--- config.mk ---
export PLATFORM = sky130hd
export DESIGN_NAME = mhpq_fifo
export DESIGN_NICKNAME = d
export VERILOG_FILES = /design/src/mhpq_pkg.sv /design/src/mhpq_fifo.sv
export SDC_FILE = /design/constraint.sdc
export NUM_CORES = 1
export LEC_CHECK = 0
export BUFFER_PORTS_ARGS = -buffer_cell sky130_fd_sc_hd__buf_2
export CAP_MARGIN = 20
export CORE_UTILIZATION = 45
export CTS_BUF_LIST = sky130_fd_sc_hd__clkbuf_16
export DETAILED_ROUTE_END_ITERATION = 8
export GPL_TIMING_DRIVEN = 1
export PLACE_DENSITY_LB_ADDON = 0.2
export SYNTH_ARGS = -nofsm -noshare
export SYNTH_HDL_FRONTEND = slang
export SYNTH_SLANG_ARGS = --single-unit
--- constraint.sdc ---
create_clock -name clk_i -period 4.75 [get_ports clk_i]
set_input_delay 0 -clock clk_i [delete_from_list [all_inputs] [get_ports clk_i]]
set_output_delay 0 -clock clk_i [all_outputs]
set_load 0.005 [all_outputs]
--- src/mhpq_pkg.sv ---
package mhpq_pkg;

  typedef enum logic [1:0] {
    KIND_INSERT = 2'd0,
    KIND_DELETE = 2'd1,
    KIND_FIND   = 2'd2,
    KIND_MODIFY = 2'd3
  } kind_e;

  typedef enum logic [1:0] {
    ST_OK        = 2'd0,
    ST_EMPTY     = 2'd1,
    ST_FULL      = 2'd2,
    ST_NOT_FOUND = 2'd3
  } status_e;

  typedef struct packed {
    kind_e              kind;
    logic signed [31:0] key;
    logic signed [31:0] new_key;
  } cmd_t;

  typedef struct packed {
    logic signed [31:0] max_key;
    logic [8:0]         position;
    status_e            status;
    logic [8:0]         occupancy;
  } rsp_t;

endpackage

--- src/mhpq_fifo.sv ---
module mhpq_fifo
  import mhpq_pkg::*;
(
  input  logic clk_i,
  input  logic rst_ni,
  input  logic in_valid_i,
  output logic in_ready_o,
  input  cmd_t in_data_i,
  output logic out_valid_o,
  input  logic out_ready_i,
  output cmd_t out_data_o
);
  cmd_t       mem_q [2];
  logic       wp_q, rp_q;
  logic [1:0] cnt_q;
  logic       push, pop;

  assign in_ready_o  = (cnt_q != 2'd2);
  assign out_valid_o = (cnt_q != 2'd0);
  assign out_data_o  = mem_q[rp_q];
  assign push = in_valid_i && in_ready_o;
  assign pop  = out_valid_o && out_ready_i;

  always_ff @(posedge clk_i) begin
    if (push) begin
      mem_q[wp_q] <= in_data_i;
    end
  end

  always_ff @(posedge clk_i or negedge rst_ni) begin
    if (!rst_ni) begin
      wp_q  <= 1'b0;
      rp_q  <= 1'b0;
      cnt_q <= 2'd0;
    end else begin
      if (push) wp_q <= ~wp_q;
      if (pop) rp_q <= ~rp_q;
      cnt_q <= cnt_q + {1'b0, push} - {1'b0, pop};
    end
  end

`ifndef SYNTH
  a_no_overflow: assert property (@(posedge clk_i) disable iff (!rst_ni)
    cnt_q == 2'd2 |-> !in_ready_o) else $error("fifo overflow");
  a_cnt_range: assert property (@(posedge clk_i) disable iff (!rst_ni)
    cnt_q != 2'd3) else $error("fifo count out of range");
  a_pop_dec: assert property (@(posedge clk_i) disable iff (!rst_ni)
    pop && !push |=> cnt_q == $past(cnt_q) - 2'd1) else $error("fifo pop count");
`endif
endmodule

==> results of run 1 <==
## synthesized netlist by cell type (all sizes together)
cell and count:
xnor2 3, ha 2, nor2 1, nand2b 1, edfxtp 132, or2 1, buf 7, mux2 66
and3 1, dfrtp 4, nand2 1, xor2 1, and2 1, inv 1
## path summary, 6_finish.rpt
path	slack (ns)	start	depth (start not counted)	endpoint
min in group asynchronous	0.51	rst_ni	3	wp_q$_DFFE_PN0N_
worst min-delay path	0.32	in_data_i[24]	2	mem_q[0][24]$_DFFE_PP_
worst max-delay path	2.59	cnt_q[0]$_DFF_PN0_	4	mem_q[0][34]$_DFFE_PP_
worst max register to register	2.59	cnt_q[0]$_DFF_PN0_	4	mem_q[0][34]$_DFFE_PP_
worst min register to register	0.58	wp_q$_DFFE_PN0N_	1	wp_q$_DFFE_PN0N_
max in group asynchronous	4.05	rst_ni	3	rp_q$_DFFE_PN0P_
## final cells by class
| class | instances | area [um2] | area share |
|---|---|---|---|
| multi-input combinational | 78 | 961 | 0.134 |
| clock buffer | 17 | 425 | 0.0593 |
| tap | 140 | 175 | 0.0244 |
| clock inverter | 15 | 136 | 0.0190 |
| sequential | 136 | 4070 | 0.567 |
| inverter | 1 | 3.75 | 0.000523 |
| timing repair buffer | 209 | 1400 | 0.195 |
## worst max-delay path, cell delays in order (launching register included)
cell and delay (ns):
dfrtp_1 0.38, nand2b_1 0.17, nand2_1 0.15, nor2_4 0.72, buf_4 0.41
## through the flow
stage | cell area, um2 | utilization | cells | setup slack, ns
3_5_place_dp | 5910 | 0.543 | 494 | 2.55
3_3_place_gp | 5910 | 0.543 | 494 | 2.61
5_1_grt | 7170 | 0.659 | 596 | 2.40
6_report | 7170 | 0.659 | 596 | 2.59
4_1_cts | 7170 | 0.659 | 596 | 2.54
2_1_floorplan | 5070 | - | 222 | 0.887
## sequential cells by signal (all words and copies together), names as in the netlist
signal / count
wp_q: 1
rp_q: 1
mem_q: 132
cnt_q: 2
## layout by cell type, fill, tap and decap left out, types with 3 or more instances in the layout
cell type      instances
edfxtp_1             132
mux2_4                30
mux2_2                36
clkbuf_16             17
dlygate4sd3_1         70
xnor2_1                3
clkinv_1               3
buf_2                137
dfrtp_1                3
clkinv_2               4
## per-layer routing
metal,wire (um),track usage,vias up
met5,0,0,-
li1,-,-,1321
met1,3880,0.188,1353
met3,699,0.0711,5
met4,56,0.0558,0
met2,4460,0.273,113
## kinds of logic (layout without fill, tap and decap cells)
| group | Yosys count | in the layout |
|---|---|---|
| AND/OR/NAND/NOR | 6 | 6 |
| flip-flops | 136 | 136 |
| multiplexers | 66 | 66 |
| XOR/XNOR | 4 | 4 |
| buffers and inverters | 8 | 242 |
| adder cells (fa/ha/maj) | 2 | 2 |
## power by group
group	total (W)	internal [W]	switching, W
combinational	0.00101	0.000611	0.000401
sequential	0.00184	0.00165	0.000197
clock	0.00123	0.000763	0.000464
## repair_timing
action / 4_1_cts / 5_1_grt
buffers inserted: 0 / 0
hold buffers: 70 / 0
hold endpoints to repair: 138 / 0
==> summary.txt, run 1 <==
Outcome
  – Status: finished, final reports clean

Timing
  – Slew @ Worst Pin: around 1.1 ns
  – Slew HR: 0.288
  – Fin. Hold Viols: 0
  – RSZ-0062 raised after global routing: false
  – Slew Limit Fails: 0
  – Clk_skew: between 0.008 and 0.009 ns
  – Setup total negative slack: 0 ns
  – Fmax: 462 MHz
  – Minimum clock period: ~2.2 ns
  – WHS: 0.322 ns
  – Final Setup Violations: 0
  – Final Cycle Share: 0.455

Routing
  – Antenna Nets Post-Route: 0
  – Post-Route WL: 9090 um
  – Vias per cell: around 4.7
  – Via Count: 2792
  – Drt pass-1 iters: 4
  – Wire length per cell: between 15 and 20 um
  – Drt drc: 0
  – Initial DRC count: between 60 and 70

Global routing
  – GRT Overall Usage: 0.164
  – Largest net degree at the start of global routing: 68
  – Congestion Overflow GR: 0
  – Vias in the first global route: 2933
  – First-pass GRT wire length: 13800 um
  – Initial antenna violation count: 0

Logic synthesis
  – Leading area contributor after synthesis: edfxtp_1
  – Mux share of post-synthesis cell area: 0.169
  – Area contributors post-synth: edfxtp_1 (78%), mux2_4 (8.9%), mux2_2 (8.0%)
  – Mapped Area: 0.00507 mm2
  – Synth Instances: roughly 220
  – Synthesis-stage register bit count: ~140
  – Post-synthesis adder-cell area fraction: 0.00493
  – Simple-Gate Fraction of Synth Area: 0.00641
  – Avg Cell Area, Syn: approximately 23 um2
  – Synth warn: 0
  – Post-Synth XOR/XNOR Area: 0.00691
  – Compound-Gate Fraction of Synth Area: 0
  – Main combinational cell family by area after synthesis: multiplexers
  – Syn_nets: 294
  – Sequential element share of the synthesized area: 0.801
  – Post-synth top area share: 0.781
  – Unique masters post-synth: 17

Die
  – Top Ports: 138
  – Cell Rows: 38
  – Die Y: 108 um
  – Die Footprint: 0.0117 mm2
  – Die W: 108 um
  – Starting Density: 0.466
  – Core ar.: 0.0109 mm2

Worst setup path
  – CP Class: reg -> reg
  – CP endpoint kind: flip-flop
  – Startpoint types: flip-flop
  – Worst Path Arrival: 2.24 ns
  – Critical path peak fanout: 30
  – Crit path required time: 4.83 ns

Clocking
  – # H-tree levels: 4
  – Root Driver: clkbuf_16
  – Maximum clock insertion buffer count: 2
  – Clk Latency, worst-skew pair: 0.40 ns
  – Total clock sinks: ~140
  – Cts bufs inserted: 17
  – CTS tree: yes
  – CTS resizes: 0
  – Worst-path clk slew: 0.06 ns

Placement
  – Count of input and output buffers: 137
  – Routability Congestion: a little under 0.7
  – HPWL after DPL: 5150 um

Pwr
  – Worst VDD drop: 0.000734 V
  – Power Total: 0.00408 W
  – PD cells: 569 mW/mm2
  – Leak pwr: roughly 2.8 nW

Layout
  – Layout cell share with drive strength beyond 1: 0.518
  – P&R area growth vs syn: 41.4%
  – ANT cells: 0
  – Filler cells: 755
  – Layout Nets: 515

Flow run
  – Max cap viols: 0

Hold path
  – Hold crit path type: in -> reg
(Power assumes the default switching activity.)
==> run 2, diff against run 1 <==
==> constraint.sdc (replaced) <==
create_clock -name clk_i -period 2 [get_ports clk_i]
set_input_delay 0 -clock clk_i [delete_from_list [all_inputs] [get_ports clk_i]]
set_output_delay 0 -clock clk_i [all_outputs]
set_load 0.005 [all_outputs]
==> run 2 against run 1 <==
  * First-iteration DRC count up 7.6%
  * Sequential share of layout area down 0.28 points
  * Non-clock buffer count up 6
  * Largest power group unchanged
  * Design area up 0.49%
  * Flip-flop and latch count unchanged
  * Via count down 0.79%
  * Power up 130%
  * Clock skew down 0.00098 ns
  * Setup slack worse by 2.4 ns
  * Critical path depth down 1
  * Register-to-register slack worse by 2.3 ns
  * Routed wire length down 3.1%
==> summary.txt, run 2 (same netlist as run 1, synthesis figures left out) <==
Clocking
  – Maximum clock insertion buffer count: 2
  – # H-tree levels: 4
  – Cts bufs inserted: 17
  – Hold buffers post-CTS: 70
  – Total clock sinks: 136
  – CTS resizes: 0
  – Root Driver: clkbuf_16
  – # Post-CTS Setup Buffers: 0
  – Worst-path clk slew: 0.05 ns
  – CTS tree: yes
  – Clk Latency, worst-skew pair: 0.40 ns

Routing
  – Wire length per cell: 14.6 um
  – Vias per cell: 4.60
  – Drt pass-1 iters: 4
  – Drt drc: 0
  – Post-Route WL: 8810 um
  – Via Count: 2770
  – Antenna Nets Post-Route: 0
  – Initial DRC count: 71

Die
  – Starting Density: 0.466
  – Die W: approximately 110 um
  – Die Footprint: between 0.01 and 0.015 mm2
  – Top Ports: 138
  – Die Y: roughly 110 um
  – Core ar.: 0.0109 mm2
  – Cell Rows: 38

Worst setup path
  – R2R Setup Slk: 0.26 ns
  – Crit path capture: out_data_o[9]
  – Worst Path Arrival: ~1.8 ns
  – CP Class: reg -> out
  – Crit path required time: 2.00 ns
  – Startpoint types: flip-flop
  – Critical path peak fanout: 18
  – Crit. Startpoint: rp_q$_DFFE_PN0P_
  – CP endpoint kind: primary output
  – Worst R2R Start: cnt_q[1]$_DFF_PN0_
  – End of the worst register-to-register path: cnt_q[1]$_DFF_PN0_
  – Reg2reg path depth: 7

Layout
  – Layout cell share with drive strength beyond 1: 0.519
  – Commonest non-fill, non-tap cell in the layout: buf_2
  – Largest reg by FF count: mem_q
  – Commonest cells after routing, fill and taps aside: buf_2 (137), edfxtp_1 (132), dlygate4sd3_1 (70)
  – Fin util: 0.662
  – Layout Nets: 521
  – ANT cells: 0
  – P&R area growth vs syn: 42.1%
  – Largest register FFs: 132
  – Biggest regs: mem_q x132, cnt_q x2

Timing
  – Slew Limit Fails: 0
  – Slew HR: 0.770
  – Final Setup Violations: 0
  – Fmax: 561 MHz
  – RSZ-0062 raised after global routing: false
  – Slew @ Worst Pin: about 0.34 ns
  – Fin. Hold Viols: 0
  – Minimum clock period: about 1.8 ns
  – Clk_skew: between 0.007 and 0.008 ns
  – Final Cycle Share: 0.891

Pwr
  – Leak pwr: 2.85 nW
  – Power Total: 0.00951 W
  – Worst VDD drop: 0.000667 V
  – PD cells: 1320 mW/mm2

Placement
  – Routability Congestion: 0.681
  – Count of input and output buffers: 137

Flow run
  – Max cap viols: 0

Global routing
  – GRT Overall Usage: 0.157
  – First-pass GRT wire length: 13300 um
  – Largest net degree at the start of global routing: 43
  – Initial antenna violation count: 0
  – Vias in the first global route: 2784
  – Congestion Overflow GR: 0

Outcome
  – Status: finished, final reports clean

Hold path
  – Hold crit path type: in -> reg
[run 2: cell count changes in the layout (fill, tap and decap cells not counted), sizes merged]
cell	change
buf	+6
clkinvlp	+1
inv	+2
clkinv	-1
bufinv	-2
[run 2: layer usage]
metal  GRT usage  share of wire
met1       0.180           0.43
met5           0              0
met3      0.0681          0.070
met4      0.0587         0.0043
met2       0.260           0.50
[run 2: worst min path at each step]
| stage | start | endpoint | slack (ns) | depth (start not counted) |
|---|---|---|---|---|
| CTS | in_data_i[2] | mem_q[0][2]$_DFFE_PP_ | 0.30 | 2 |
| detailed placement | rst_ni | cnt_q[0]$_DFF_PN0_ | -0.19 | 1 |
| floorplan | rst_ni | cnt_q[0]$_DFF_PN0_ | -0.30 | 0 |
| global placement | rst_ni | cnt_q[0]$_DFF_PN0_ | -0.19 | 1 |
| global route | in_data_i[16] | mem_q[0][16]$_DFFE_PP_ | 0.31 | 2 |
| finish | in_data_i[23] | mem_q[0][23]$_DFFE_PP_ | 0.31 | 2 |
[run 2: stage by stage]
| stage | worst slack, ns | std cells | setup TNS [ns] | cell area [um2] | hold WS [ns] |
|---|---|---|---|---|---|
| 4_1_cts | 0.171 | 602 | 0 | 7210 | 0.295 |
| 5_1_grt | 0.128 | 602 | 0 | 7210 | 0.308 |
| 2_1_floorplan | -0.0243 | 222 | -1.60 | 5080 | -0.296 |
| 6_report | 0.218 | 602 | 0 | 7210 | 0.314 |
| 3_5_place_dp | 0.265 | 500 | 0 | 6010 | -0.186 |
| 3_3_place_gp | 0.359 | 500 | 0 | 6010 | -0.189 |
[run 2: where the power goes]
part	switching, W	total (W)	internal [W]
Clock	0.00106	0.00260	0.00153
Combinational	0.00120	0.00277	0.00157
Sequential	0.000239	0.00414	0.00390
Total	0.00250	0.00951	0.00701
[run 2: final cells by class]
| cell class | count | area [um2] |
|---|---|---|
| inverter | 1 | 3.75 |
| tap | 140 | 175 |
| timing repair buffer | 215 | 1500 |
| clock inverter | 15 | 73.8 |
| sequential | 136 | 4070 |
| clock buffer | 17 | 425 |
| multi-input combinational | 78 | 963 |
| fill | 765 | 3680 |
[run 2: critical path, cell delays in order (launching register included)]
cell and delay [ns]:
dfrtp_4 0.62, buf_4 0.28, mux2_2 0.35, buf_2 0.14
